==> config.mk <==
export PLATFORM = sky130hd
export DESIGN_NAME = inverted_pwm_pair_decoder_top_flat
export DESIGN_NICKNAME = d
export VERILOG_FILES = /design/src/hw/rtl/ipd_pkg.sv /design/src/hw/rtl/ipd_channels.sv /design/src/hw/rtl/inverted_pwm_pair_decoder_top.sv /design/src/flat_wrapper.sv
export VERILOG_INCLUDE_DIRS = /design/src /design/src/hw/rtl
export SDC_FILE = /design/constraint.sdc
export NUM_CORES = 2
export LEC_CHECK = 0
export BUFFER_PORTS_ARGS = -buffer_cell sky130_fd_sc_hd__buf_2
export CAP_MARGIN = 20
export CORE_MARGIN = 2
export CORE_UTILIZATION = 40
export DETAILED_ROUTE_END_ITERATION = 7
export GPL_ROUTABILITY_DRIVEN = 1
export GPL_TIMING_DRIVEN = 0
export PLACE_DENSITY = 0.58
export REMOVE_ABC_BUFFERS = 1
export SYNTH_ARGS = -nofsm -noshare
export SYNTH_HDL_FRONTEND = slang
export SYNTH_SLANG_ARGS = --single-unit
==> constraint.sdc <==
create_clock -name i_clk -period 37.1 [get_ports i_clk]
set_clock_uncertainty 0.05 [all_clocks]
set_input_delay 3.71 -clock i_clk [delete_from_list [all_inputs] [get_ports i_clk]]
set_output_delay 3.71 -clock i_clk [all_outputs]
set_load 0.01 [all_outputs]
==> src/hw/rtl/inverted_pwm_pair_decoder_top_defines.svh <==
// Assertion macros shared by the pulse-pair decoder RTL
`ifndef INVERTED_PWM_PAIR_DECODER_TOP_DEFINES_SVH
`define INVERTED_PWM_PAIR_DECODER_TOP_DEFINES_SVH

`ifndef ASSERT_OFF
// checked outside reset only
`define IPD_ASSERT(label, clk, rst_n, prop, msg) \
    label: assert property (@(posedge clk) disable iff (!rst_n) prop) else $error(msg);
// checked on every edge, reset included
`define IPD_ASSERT_ALWAYS(label, clk, prop, msg) \
    label: assert property (@(posedge clk) prop) else $error(msg);
`else
`define IPD_ASSERT(label, clk, rst_n, prop, msg)
`define IPD_ASSERT_ALWAYS(label, clk, prop, msg)
`endif

`endif

==> src/hw/rtl/ipd_pkg.sv <==
// Types and constants of the pulse-pair decoder
package ipd_pkg;

    localparam int CFG_TIME_W = 16;
    localparam int PCT_W      = 7;
    localparam int FRAME_W    = 7;
    localparam int PROTO_W    = 8;
    localparam int CODE_W     = 64;
    localparam int APB_DATA_W = 32;
    localparam int APB_ADDR_W = 5;

    localparam int PCT_SCALE = 100;

    localparam logic [CFG_TIME_W-1:0] SHORT_TIME_RST = 16'd375;
    localparam logic [CFG_TIME_W-1:0] LONG_TIME_RST  = 16'd1125;
    localparam logic [PCT_W-1:0]      TOL_PCT_RST    = 7'd20;
    localparam logic [FRAME_W-1:0]    FRAME_BITS_RST = 7'd18;
    localparam logic [PROTO_W-1:0]    PROTO_IDX_RST  = 8'd0;

    typedef enum logic [2:0] {
        REG_SHORT_TIME     = 3'd0,
        REG_LONG_TIME      = 3'd1,
        REG_TOL_PERCENT    = 3'd2,
        REG_FRAME_BITS     = 3'd3,
        REG_PROTOCOL_INDEX = 3'd4
    } t_reg_idx;

    typedef enum logic {
        STATUS_OK   = 1'b0,
        STATUS_FAIL = 1'b1
    } t_status;

    typedef struct packed {
        t_status              status;
        logic [CODE_W-1:0]    code;
        logic [FRAME_W-1:0]   bit_count;
        logic [PROTO_W-1:0]   protocol;
    } t_result;

endpackage

==> src/hw/rtl/ipd_channels.sv <==
// Valid/ready channels of the pulse-pair decoder: input pairs and results
interface ipd_pair_if #(
    parameter int TIME_BITS = 16
) ();
    logic                 valid;
    logic                 ready;
    logic [TIME_BITS-1:0] low_time;
    logic [TIME_BITS-1:0] high_time;
    logic                 first;
    logic                 last;

    modport source (output valid, low_time, high_time, first, last, input ready);
    modport sink   (input valid, low_time, high_time, first, last, output ready);
endinterface

interface ipd_result_if
    import ipd_pkg::*;
();
    logic               valid;
    logic               ready;
    logic               status;
    logic [CODE_W-1:0]  code;
    logic [FRAME_W-1:0] bit_count;
    logic [PROTO_W-1:0] protocol;

    modport source (output valid, status, code, bit_count, protocol, input ready);
    modport sink   (input valid, status, code, bit_count, protocol, output ready);
endinterface

==> src/hw/rtl/inverted_pwm_pair_decoder_top.sv <==
// Pulse-pair decoder top level: APB registers, pair register, decode and result register
//
// Decodes (low, high) pulse-duration pairs into bits: long low with short high is 0, short
// low with long high is 1, each within tolerance_percent of nominal. Bits shift in MSB
// first; once frame_bits have been gathered one success transaction carries the code, the
// count and protocol_index. A mismatch, or a last pair before the frame is full, gives one
// failure transaction; further pairs are dropped until one flagged first. The block takes
// one pair per clock while the result channel does not stall. A pair waits in the pair
// register, where the single decode stage works, and its result then goes to the result
// register. Both channels may stall freely. Tolerance products are registered from the
// configuration, so a register write takes effect on pairs accepted from the next clock on.
`include "inverted_pwm_pair_decoder_top_defines.svh"

module inverted_pwm_pair_decoder_top
    import ipd_pkg::*;
#(
    parameter int TIME_BITS = 16
) (
    input  logic                  i_clk,
    input  logic                  i_rst_n,
    input  logic                  psel,
    input  logic                  penable,
    input  logic                  pwrite,
    input  logic [APB_ADDR_W-1:0] paddr,
    input  logic [APB_DATA_W-1:0] pwdata,
    output logic [APB_DATA_W-1:0] prdata,
    output logic                  pready,
    ipd_pair_if.sink              i_pair,
    ipd_result_if.source          o_result
);

    // nominal times lose their upper bits when the timer is narrower than the register
    localparam int CFG_W  = (TIME_BITS < CFG_TIME_W) ? TIME_BITS : CFG_TIME_W;
    localparam int PROD_W = CFG_W + PCT_W;
    localparam int GAP_W  = TIME_BITS + 8;

    // configuration
    logic [CFG_TIME_W-1:0] r_short_time;
    logic [CFG_TIME_W-1:0] r_long_time;
    logic [PCT_W-1:0]      r_tol_pct;
    logic [FRAME_W-1:0]    r_frame_bits;
    logic [PROTO_W-1:0]    r_proto_idx;
    t_reg_idx              w_reg_idx;
    logic                  w_cfg_wr;

    // tolerance products, nominal * percent
    logic [PROD_W-1:0]     r_prod_s;
    logic [PROD_W-1:0]     r_prod_l;
    logic [TIME_BITS-1:0]  w_st;
    logic [TIME_BITS-1:0]  w_lt;

    // pair register
    logic                  r_in_valid;
    logic [TIME_BITS-1:0]  r_lo;
    logic [TIME_BITS-1:0]  r_hi;
    logic                  r_first;
    logic                  r_last;
    logic                  w_in_fire;
    logic                  w_fire;

    // capture state
    logic [CODE_W-1:0]     r_code;
    logic [FRAME_W-1:0]    r_cnt;
    logic                  r_open;
    logic [CODE_W-1:0]     n_code;
    logic [FRAME_W-1:0]    n_cnt;
    logic                  n_open;

    // decode
    logic                  w_is0;
    logic                  w_is1;
    logic                  w_emit;
    t_result               w_res;

    // result register
    logic                  r_out_valid;
    t_result               r_out;

    function automatic logic [TIME_BITS-1:0] f_gap(
        input logic [TIME_BITS-1:0] a,
        input logic [TIME_BITS-1:0] b
    );
        return (a > b) ? (a - b) : (b - a);
    endfunction

    // gap < floor(prod/100) is the same as 100*(gap+1) <= prod, no divider needed
    function automatic logic f_near(
        input logic [TIME_BITS-1:0] gap,
        input logic [PROD_W-1:0]    prod
    );
        logic [GAP_W-1:0] g1;
        g1 = GAP_W'(gap) + GAP_W'(1);
        return (g1 * GAP_W'(PCT_SCALE)) <= GAP_W'(prod);
    endfunction

    // ---------------- APB ----------------
    assign pready    = 1'b1;
    assign w_reg_idx = t_reg_idx'(paddr[APB_ADDR_W-1:2]);
    assign w_cfg_wr  = psel && penable && pwrite;

    always_ff @(posedge i_clk) begin
        if (!i_rst_n) begin
            r_short_time <= SHORT_TIME_RST;
            r_long_time  <= LONG_TIME_RST;
            r_tol_pct    <= TOL_PCT_RST;
            r_frame_bits <= FRAME_BITS_RST;
            r_proto_idx  <= PROTO_IDX_RST;
        end else if (w_cfg_wr) begin
            case (w_reg_idx)
                REG_SHORT_TIME:     r_short_time <= pwdata[CFG_TIME_W-1:0];
                REG_LONG_TIME:      r_long_time  <= pwdata[CFG_TIME_W-1:0];
                REG_TOL_PERCENT:    r_tol_pct    <= pwdata[PCT_W-1:0];
                REG_FRAME_BITS:     r_frame_bits <= pwdata[FRAME_W-1:0];
                REG_PROTOCOL_INDEX: r_proto_idx  <= pwdata[PROTO_W-1:0];
                default: ;
            endcase
        end
    end

    always_comb begin
        case (w_reg_idx)
            REG_SHORT_TIME:     prdata = APB_DATA_W'(r_short_time);
            REG_LONG_TIME:      prdata = APB_DATA_W'(r_long_time);
            REG_TOL_PERCENT:    prdata = APB_DATA_W'(r_tol_pct);
            REG_FRAME_BITS:     prdata = APB_DATA_W'(r_frame_bits);
            REG_PROTOCOL_INDEX: prdata = APB_DATA_W'(r_proto_idx);
            default:            prdata = '0;
        endcase
    end

    // ---------------- tolerance ----------------
    assign w_st = TIME_BITS'(r_short_time[CFG_W-1:0]);
    assign w_lt = TIME_BITS'(r_long_time[CFG_W-1:0]);

    always_ff @(posedge i_clk) begin
        r_prod_s <= PROD_W'(r_short_time[CFG_W-1:0]) * PROD_W'(r_tol_pct);
        r_prod_l <= PROD_W'(r_long_time[CFG_W-1:0]) * PROD_W'(r_tol_pct);
    end

    // ---------------- pair register ----------------
    assign w_fire       = r_in_valid && (!r_out_valid || o_result.ready);
    assign i_pair.ready = !r_in_valid || w_fire;
    assign w_in_fire    = i_pair.valid && i_pair.ready;

    always_ff @(posedge i_clk) begin
        if (!i_rst_n) begin
            r_in_valid <= 1'b0;
        end else if (w_in_fire) begin
            r_in_valid <= 1'b1;
        end else if (w_fire) begin
            r_in_valid <= 1'b0;
        end
    end

    always_ff @(posedge i_clk) begin
        if (w_in_fire) begin
            r_lo    <= i_pair.low_time;
            r_hi    <= i_pair.high_time;
            r_first <= i_pair.first;
            r_last  <= i_pair.last;
        end
    end

    // ---------------- decode ----------------
    assign w_is0 = f_near(f_gap(r_lo, w_lt), r_prod_l) && f_near(f_gap(r_hi, w_st), r_prod_s);
    assign w_is1 = f_near(f_gap(r_lo, w_st), r_prod_s) && f_near(f_gap(r_hi, w_lt), r_prod_l);

    always_comb begin
        logic [CODE_W-1:0]  c0;
        logic [FRAME_W-1:0] k0;
        logic [CODE_W-1:0]  c1;
        logic [FRAME_W-1:0] k1;
        logic               o0;

        c0 = r_first ? '0 : r_code;
        k0 = r_first ? '0 : r_cnt;
        o0 = r_first || r_open;
        c1 = {c0[CODE_W-2:0], !w_is0};
        k1 = k0 + FRAME_W'(1);

        w_emit = 1'b0;
        w_res  = '{status: STATUS_FAIL, code: '0, bit_count: '0, protocol: '0};
        n_code = c0;
        n_cnt  = k0;
        n_open = o0;

        if (o0) begin
            if (k0 >= r_frame_bits) begin
                // frame already full (frame_bits zero or lowered): report, pair unused
                w_emit = 1'b1;
                w_res  = '{status: STATUS_OK, code: c0, bit_count: k0, protocol: r_proto_idx};
                n_open = 1'b0;
            end else if (!w_is0 && !w_is1) begin
                w_emit = 1'b1;
                n_open = 1'b0;
            end else begin
                n_code = c1;
                n_cnt  = k1;
                if (k1 >= r_frame_bits) begin
                    w_emit = 1'b1;
                    w_res  = '{status: STATUS_OK, code: c1, bit_count: k1,
                               protocol: r_proto_idx};
                    n_open = 1'b0;
                end else if (r_last) begin
                    w_emit = 1'b1;
                    n_open = 1'b0;
                end
            end
        end
    end

    always_ff @(posedge i_clk) begin
        if (!i_rst_n) begin
            r_open <= 1'b0;
            r_cnt  <= '0;
        end else if (w_fire) begin
            r_open <= n_open;
            r_cnt  <= n_cnt;
        end
    end

    always_ff @(posedge i_clk) begin
        if (w_fire) begin
            r_code <= n_code;
        end
    end

    // ---------------- result register ----------------
    always_ff @(posedge i_clk) begin
        if (!i_rst_n) begin
            r_out_valid <= 1'b0;
        end else if (w_fire && w_emit) begin
            r_out_valid <= 1'b1;
        end else if (o_result.ready) begin
            r_out_valid <= 1'b0;
        end
    end

    always_ff @(posedge i_clk) begin
        if (w_fire && w_emit) begin
            r_out <= w_res;
        end
    end

    assign o_result.valid     = r_out_valid;
    assign o_result.status    = r_out.status;
    assign o_result.code      = r_out.code;
    assign o_result.bit_count = r_out.bit_count;
    assign o_result.protocol  = r_out.protocol;

    // ---------------- assertions ----------------
    `IPD_ASSERT(a_fail_fields_zero, i_clk, i_rst_n, (r_out_valid && r_out.status == STATUS_FAIL) |-> (r_out.code == '0 && r_out.bit_count == '0 && r_out.protocol == '0), "failure transaction with non-zero fields")
    `IPD_ASSERT(a_ok_count_full, i_clk, i_rst_n, (r_out_valid && r_out.status == STATUS_OK) |-> (r_out.bit_count >= r_frame_bits), "success transaction before frame complete")
    `IPD_ASSERT(a_emit_closes, i_clk, i_rst_n, (w_fire && w_emit) |=> !r_open, "capture still open after a result")
    `IPD_ASSERT_ALWAYS(a_reset_empty, i_clk, !i_rst_n |=> (!r_in_valid && !r_out_valid), "pipeline not empty after reset")

endmodule
==> src/flat_wrapper.sv <==
// flat-port wrapper written by rule: the top's interface ports become plain ports
module inverted_pwm_pair_decoder_top_flat import ipd_pkg::*;
#(
    parameter int TIME_BITS = 16
)
  (i_clk, i_rst_n, psel, penable, pwrite, paddr, pwdata, prdata, pready, i_pair_valid, i_pair_low_time, i_pair_high_time, i_pair_first, i_pair_last, i_pair_ready, o_result_valid, o_result_status, o_result_code, o_result_bit_count, o_result_protocol, o_result_ready);
  ipd_pair_if #(.TIME_BITS(TIME_BITS)) i_pair_i ();
  ipd_result_if o_result_i ();
  input  logic i_clk;
  input  logic i_rst_n;
  input  logic psel;
  input  logic penable;
  input  logic pwrite;
  input  logic [APB_ADDR_W-1:0] paddr;
  input  logic [APB_DATA_W-1:0] pwdata;
  output logic [APB_DATA_W-1:0] prdata;
  output logic pready;
  input wire logic [$bits(i_pair_i.valid)-1:0] i_pair_valid;
  input wire logic [$bits(i_pair_i.low_time)-1:0] i_pair_low_time;
  input wire logic [$bits(i_pair_i.high_time)-1:0] i_pair_high_time;
  input wire logic [$bits(i_pair_i.first)-1:0] i_pair_first;
  input wire logic [$bits(i_pair_i.last)-1:0] i_pair_last;
  output wire logic [$bits(i_pair_i.ready)-1:0] i_pair_ready;
  output wire logic [$bits(o_result_i.valid)-1:0] o_result_valid;
  output wire logic [$bits(o_result_i.status)-1:0] o_result_status;
  output wire logic [$bits(o_result_i.code)-1:0] o_result_code;
  output wire logic [$bits(o_result_i.bit_count)-1:0] o_result_bit_count;
  output wire logic [$bits(o_result_i.protocol)-1:0] o_result_protocol;
  input wire logic [$bits(o_result_i.ready)-1:0] o_result_ready;
  assign i_pair_i.valid = i_pair_valid;
  assign i_pair_i.low_time = i_pair_low_time;
  assign i_pair_i.high_time = i_pair_high_time;
  assign i_pair_i.first = i_pair_first;
  assign i_pair_i.last = i_pair_last;
  assign i_pair_ready = i_pair_i.ready;
  assign o_result_valid = o_result_i.valid;
  assign o_result_status = o_result_i.status;
  assign o_result_code = o_result_i.code;
  assign o_result_bit_count = o_result_i.bit_count;
  assign o_result_protocol = o_result_i.protocol;
  assign o_result_i.ready = o_result_ready;
  inverted_pwm_pair_decoder_top #(.TIME_BITS(TIME_BITS)) u_core (.i_clk(i_clk), .i_rst_n(i_rst_n), .psel(psel), .penable(penable), .pwrite(pwrite), .paddr(paddr), .pwdata(pwdata), .prdata(prdata), .pready(pready), .i_pair(i_pair_i), .o_result(o_result_i));
endmodule
* Word level (Yosys, flattened, before mapping)
Cells that the tools add are included.
** Operators by class
- Order comparisons :: 10
- Add/subtract/negate cells :: 13
- Eq/ne operators :: 4
- Mux-type cells :: 30
- Reduce and logical (&&, ||, !) cells :: 23
- $mul :: 6
** Operator list (count)
- 64-bit 2-to-1 mux :: 4
- 80-bit 2-to-1 mux :: 3
- 16-bit subtractor :: 8
- 24-bit by 23-bit less-or-equal comparator with 1-bit output :: 4
- 24-bit by 5-bit multiplier with 22-bit output (second input constant) :: 4
- 16-bit case mux with 5 select lines :: 1
- 16-bit by 1-bit adder with 17-bit output (second input constant) :: 4
- 16-bit greater-than comparator :: 4
- 16-bit 2-to-1 mux :: 4
- 16-bit by 7-bit multiplier with 23-bit output :: 2
- 7-bit 2-to-1 mux :: 4
- 7-bit >= comparator :: 2
- 1-bit 2-to-1 mux :: 14
- 2-bit AND reduction :: 5
- 1-bit logical AND :: 8
- 7-bit by 1-bit adder with 7-bit output (second input constant) :: 1
- 3-bit by 2-bit equality test with 1-bit output (second input constant) :: 2
- 1-bit logical NOT :: 4
- 2-bit nonzero test :: 2
- 3-bit by 1-bit equality test with 1-bit output (second input constant) :: 1
- 3-bit equality test (second input constant) :: 1
- 3-bit logical NOT :: 1
- 1-bit logical OR :: 3
** Storage, ports and cells
- Input port bits :: 78
- Flip-flop bits (word level) :: 288
- Logic and storage cells :: 106

* Longest topological paths before layout
- Depth after elaboration :: 13
- Gate-level depth with buffers :: 49

* Worst setup path before layout
Ideal clock, no wire load.
- Path kind :: register -> register
- Start point :: register u_core.r_long_time[10]
- End point :: register u_core.r_out (netlist bit u_core.o_result.bit_count[0]), enable pin
- Period minus slack after synthesis :: 12.242 ns
- Setup time :: 0.546 ns
- Path slack :: 24.858 ns
- Arrival :: 11.645 ns
- Stages on the path, launching flop included :: 43
- Path buffers :: 4
- Cell sequence :: dfxtp_1 clkbuf_1 inv_1 ha_1 a21oi_1 o21ai_1 a221oi_2 a21o_1 buf_4 buf_2 mux2_2 inv_1 ha_1 inv_1 nor2_1 nand2_1 or3b_2 xor2_1 [7 not listed] a21boi_0 o2111ai_1 nand3_1 o41ai_1 o2111ai_1 a21oi_1 xnor2_1 ha_1 nand3_1 nor2_1 nand2_1 nor2b_1 a2111oi_0 o22ai_1 nand4bb_1 a21oi_1 buf_2 a21oi_1
** On the way
- Word-level cells in the longest chain between the ends :: 12
- Elaborated cells between the ends (all ways) :: 23
- Classes of those cells :: add/sub: 6; mul: 2; order compare: 4; mux: 5; reduce/logical: 6
** Ends and longest elaborated chain
- from (decl) :: line inverted_pwm_pair_decoder_top.sv:39 : logic [CFG_TIME_W-1:0] r_long_time;
- from (signal assigned) :: line inverted_pwm_pair_decoder_top.sv:111 : REG_LONG_TIME: r_long_time <= pwdata[CFG_TIME_W-1:0];
- 16-bit subtractor or 16-bit greater-than comparator (tied branches) :: line inverted_pwm_pair_decoder_top.sv:83 : return (a > b) ? (a - b) : (b - a);
- 16-bit 2-to-1 mux :: line inverted_pwm_pair_decoder_top.sv:83
- 16-bit by 1-bit adder with 17-bit output :: line inverted_pwm_pair_decoder_top.sv:92 : g1 = GAP_W'(gap) + GAP_W'(1);
- 24-bit by 5-bit multiplier with 22-bit output :: line inverted_pwm_pair_decoder_top.sv:93 : return (g1 * GAP_W'(PCT_SCALE)) <= GAP_W'(prod);
- 24-bit by 23-bit less-or-equal comparator with 1-bit output :: line inverted_pwm_pair_decoder_top.sv:93
- 1-bit logical AND, on equally long branches :: line inverted_pwm_pair_decoder_top.sv:165, inverted_pwm_pair_decoder_top.sv:166
- 1-bit logical NOT :: line inverted_pwm_pair_decoder_top.sv:193 : end else if (!w_is0 && !w_is1) begin
- 1-bit logical AND (*) :: line inverted_pwm_pair_decoder_top.sv:193
- 1-bit 2-to-1 mux (*) :: line inverted_pwm_pair_decoder_top.sv:193
- 1-bit 2-to-1 mux (*) :: line inverted_pwm_pair_decoder_top.sv:188 : if (k0 >= r_frame_bits) begin
- 1-bit 2-to-1 mux (*) :: line inverted_pwm_pair_decoder_top.sv:187 : if (o0) begin
- 1-bit logical AND (*) :: line inverted_pwm_pair_decoder_top.sv:240 : if (w_fire && w_emit) begin
- to (signal assigned) :: line inverted_pwm_pair_decoder_top.sv:241 : r_out <= w_res;
- to (decl) :: line inverted_pwm_pair_decoder_top.sv:77 : t_result r_out;
Mark *: on every way between the ends. The rest lies on a longest branch, timed or not.
A chain may end at the register's enable or synchronous reset.

* Worst setup path after layout
- Start point :: register u_core.r_long_time[10]
- End point :: register u_core.r_code[5], data pin
** On the way
- Word-level cells in the longest chain between the ends :: 11
- Elaborated cells between the ends (all ways) :: 22
- Classes of those cells :: add/sub: 6; mul: 2; order compare: 4; mux: 5; reduce/logical: 5
** Ends and longest elaborated chain
- 16-bit subtractor or 16-bit greater-than comparator (tied branches) :: line inverted_pwm_pair_decoder_top.sv:83
- 16-bit 2-to-1 mux :: line inverted_pwm_pair_decoder_top.sv:83
- 16-bit by 1-bit adder with 17-bit output :: line inverted_pwm_pair_decoder_top.sv:92
- 24-bit by 5-bit multiplier with 22-bit output :: line inverted_pwm_pair_decoder_top.sv:93
- 24-bit by 23-bit less-or-equal comparator with 1-bit output :: line inverted_pwm_pair_decoder_top.sv:93
- 1-bit logical AND, on equally long branches :: line inverted_pwm_pair_decoder_top.sv:165, inverted_pwm_pair_decoder_top.sv:166
- 1-bit logical NOT :: line inverted_pwm_pair_decoder_top.sv:193
- 1-bit logical AND (*) :: line inverted_pwm_pair_decoder_top.sv:193
- 64-bit 2-to-1 mux (*) :: line inverted_pwm_pair_decoder_top.sv:193
- 64-bit 2-to-1 mux (*) :: line inverted_pwm_pair_decoder_top.sv:188
- 64-bit 2-to-1 mux (*) :: line inverted_pwm_pair_decoder_top.sv:187
- net u_core.n_code[5] :: line inverted_pwm_pair_decoder_top.sv:65 : logic [CODE_W-1:0] n_code;
- to (signal assigned) :: line inverted_pwm_pair_decoder_top.sv:224 : r_code <= n_code;
- to (decl) :: line inverted_pwm_pair_decoder_top.sv:62 : logic [CODE_W-1:0] r_code;
Mark *: on every way through the listed nets, which the timed path passes. The rest lies on a longest branch.

==> run metrics <==
status completed; synthesized cell area 34100 sq um; antenna-violating nets left 0; clk root buf clkbuf_16; Slew Limit Fails 0; H-tree Lvls 2; CTS tree done; Worst Setup Start Kind flop; crit path time final 12670 ps; register share of total power 16.9%; Die Y 296 um; Area Overhead vs Synth 9.17%; Post-Synth Simple-Gate Area 15.7%; CP max stage cell dfxtp_1; Clock Latency Late Sink 590 ps; Hold Path Sink u_core.r_cnt[4]$_SDFFE_PN0P_; DP Wirelength 77.6 mm; worst rel slew slack 32.7%; DRC viols 0; layout cells sized above 1 7.39%; Num CTS Buffers 38; cts repair resizes 0; Crit path max-delay family compound AO/OA/AOI/OAI gates; nature of the critical path endpoint flop; Adder-Cell Fraction of Synth Area 30.5%; Final Setup Violations 0; setup_tns 0 ps; min-delay worst type reg2reg; FFs w/ async S/R, synth 0%; yosys warns 0; Hold Path Depth 2; overall power 2.68 mW; gr busiest metal met2; Post-Synthesis Cells 3954; gp weighted congestion 0.929; initial antenna violation count 3; worst-path fanout max 39; Nets 4796; syn avg cell area 8.62 sq um; r2r worst-path depth 42; Sink Count 288; Arrival @ worst endpoint 13010 ps; Worst R2R End u_core.r_code[5]$_DFFE_PP_; GRT Overall Usage 22.2%; RSZ-0062 raised after global routing false; post-synthesis compound-gate area fraction 15.6%; GR Util met2 34.0%; postcts setup bufs 0; first-pass GRT wire length 152 mm; fin crit share 34.1%; Worst Path Required 37450 ps; pwr dens 72.0 nW/um^2; Post-Synth XOR/XNOR Area 6.19%; Starting Density 40.2%; worst hold slack 396 ps; Peak VDD IR 0.000135 V; vias in the first global route 26400; Comb pwr share 69.5%; Clock Power Share 13.5%; grt met3 use 3.19%; Placed Instances 5105; mux contribution to synthesized area 2.25%; reg-to-reg setup timing slack 24430 ps; Vias 27700; Worst Max-Slew Pin Slew 1010 ps; number of distinct library cells after synthesis 92; die area 87500 sq um; core area 84700 sq um; FF-to-FF Start u_core.r_long_time[10]$_SDFFE_PN1P_; static leakage 17.2 nW; Synth area leader ha_1; hold_buf cts 0; Iter 0 DRT Violations 1970; highest clock rate 78.9 MHz; main combinational cell family by area after synthesis adder cells; Detailed Route WL 97.6 mm; top-area cell type share of the netlist area 19.1%; Sw Pwr 1.27 mW; Clock Path Buffers 3; slowest stage delay, CP 840 ps; synth top area cells ha_1 (19%), edfxtp_1 (16%), fa_1 (11%); TritonRoute pass-1 iters 5; die width 296 um; final hold violation count 0; Finished Layout Cells 5177; Vias/cell 5.34; Main synth FF type edfxtp_1; crit path kind reg2reg; count leader, synth ha_1; Post-synth EDFFs 178; grt ovf 0; internal cell power 1.40 mW; hold path startpoint u_core.r_cnt[4]$_SDFFE_PN0P_; placement row count 107; Sw Ratio 47.6%; mean routed wirelength per cell 18.9 um; I/O pin total 193; Final Util 43.9%; largest net degree at the start of global routing 75; CP bufs+invs 7; Port Buffer Count 157; number of synthesized register bits 288; clock-pin slew of the registers on the worst-case setup and hold paths 60 ps; GRT met1 Usage 32.9%; post-synthesis sequential area ratio 22.1%; max cap viols 0; top cells by count, synth ha_1 (521), nand2_1 (487), inv_1 (470), a21oi_1 (276), nor2_1 (256)
-- power by group through the flow --
stage	logic [mW]	registers, mW	clock network, mW
finish	1.86	0.454	0.362
global route	2.13	0.460	0.382
CTS	1.85	0.453	0.372
detailed placement	1.84	0.460	0
global placement	1.81	0.469	0
floorplan	1.38	0.462	0
-- cell type report --
class | instances | area, sq um
fill | 8543 | 47500
multi-input combinational | 3027 | 24000
sequential | 288 | 7550
inverter | 470 | 1760
tap | 1144 | 1430
timing repair buffer | 178 | 1190
clock buffer | 52 | 1030
clock inverter | 16 | 179
antenna | 2 | 5.00
-- sequential cells by signal, indices dropped and copies added (netlist names), 7 cells and up --
| signal | flops |
|---|---|
| u_core.r_prod_s | 23 |
| u_core.r_prod_l | 23 |
| u_core.r_hi | 16 |
| u_core.o_result.code | 64 |
| u_core.r_short_time | 16 |
| u_core.r_code | 64 |
| u_core.r_frame_bits | 7 |
| u_core.r_tol_pct | 7 |
| u_core.r_cnt | 7 |
| u_core.o_result.protocol | 8 |
| u_core.r_long_time | 16 |
| u_core.r_proto_idx | 8 |
| u_core.r_lo | 16 |
| u_core.o_result.bit_count | 7 |
-- worst max-delay path by stage --
stage          depth (start not counted)                                          to                                 from  slack, ps
6_report                              42                  u_core.r_code[5]$_DFFE_PP_  u_core.r_long_time[10]$_SDFFE_PN1P_      24430
3_5_place_dp                          39  u_core.o_result.bit_count[3]$_SDFFCE_PP0P_  u_core.r_long_time[11]$_SDFFE_PN0P_      24310
2_1_floorplan                         37  u_core.o_result.bit_count[0]$_SDFFCE_PP0P_  u_core.r_short_time[4]$_SDFFE_PN1P_      24850
3_3_place_gp                          38      u_core.o_result.code[42]$_SDFFCE_PP0P_  u_core.r_short_time[4]$_SDFFE_PN1P_      20140
5_1_grt                               42                  u_core.r_code[5]$_DFFE_PP_  u_core.r_long_time[10]$_SDFFE_PN1P_      23510
4_1_cts                               40                  u_core.r_code[5]$_DFFE_PP_  u_core.r_long_time[11]$_SDFFE_PN0P_      24230
-- routing by layer --
| metal | wire length, um | vias up | share of wire (%) |
|---|---|---|---|
| met2 | 41600 | 794 | 43 |
| met5 | 8 | - | 0.0082 |
| met3 | 6530 | 99 | 6.7 |
| li1 | - | 13500 | - |
| met1 | 47400 | 13200 | 49 |
| met4 | 2010 | 2 | 2.1 |
-- cells in the final DEF, fill, tap and decap left out, types with 104 or more instances in the layout --
| master | instances |
|---|---|
| inv_1 | 469 |
| dfxtp_1 | 104 |
| edfxtp_1 | 178 |
| buf_2 | 158 |
| fa_1 | 194 |
| nand2_1 | 487 |
| o21ai_0 | 122 |
| a21o_1 | 105 |
| ha_1 | 521 |
| a21oi_1 | 275 |
| xnor2_1 | 153 |
| nor2_1 | 255 |
-- metrics by stage --
step,setup slack [ps],area [sq um]
after floorplan,24850,33300
after global routing,23510,37200
after global placement,20140,35500
after detailed placement,24310,36000
final,24430,37200
after CTS,24230,37200
-- worst min-delay path: stages, from the launching register on --
cell	delay, ps
dfxtp_1	300
nand2_1	50
a21oi_1	50
-- cells by family (layout without fill, tap and decap cells) --
| group | count (synthesis) | after routing |
|---|---|---|
| simple gates | 1152 | 1152 |
| compound gates | 829 | 829 |
| fa+ha+maj | 715 | 715 |
| buf+inv | 654 | 716 |
| flops | 288 | 288 |
| xor+xnor | 239 | 239 |
| mux | 75 | 75 |
| other cells | 2 | 19 |
Note: power is estimated with default switching activity, not from simulation.
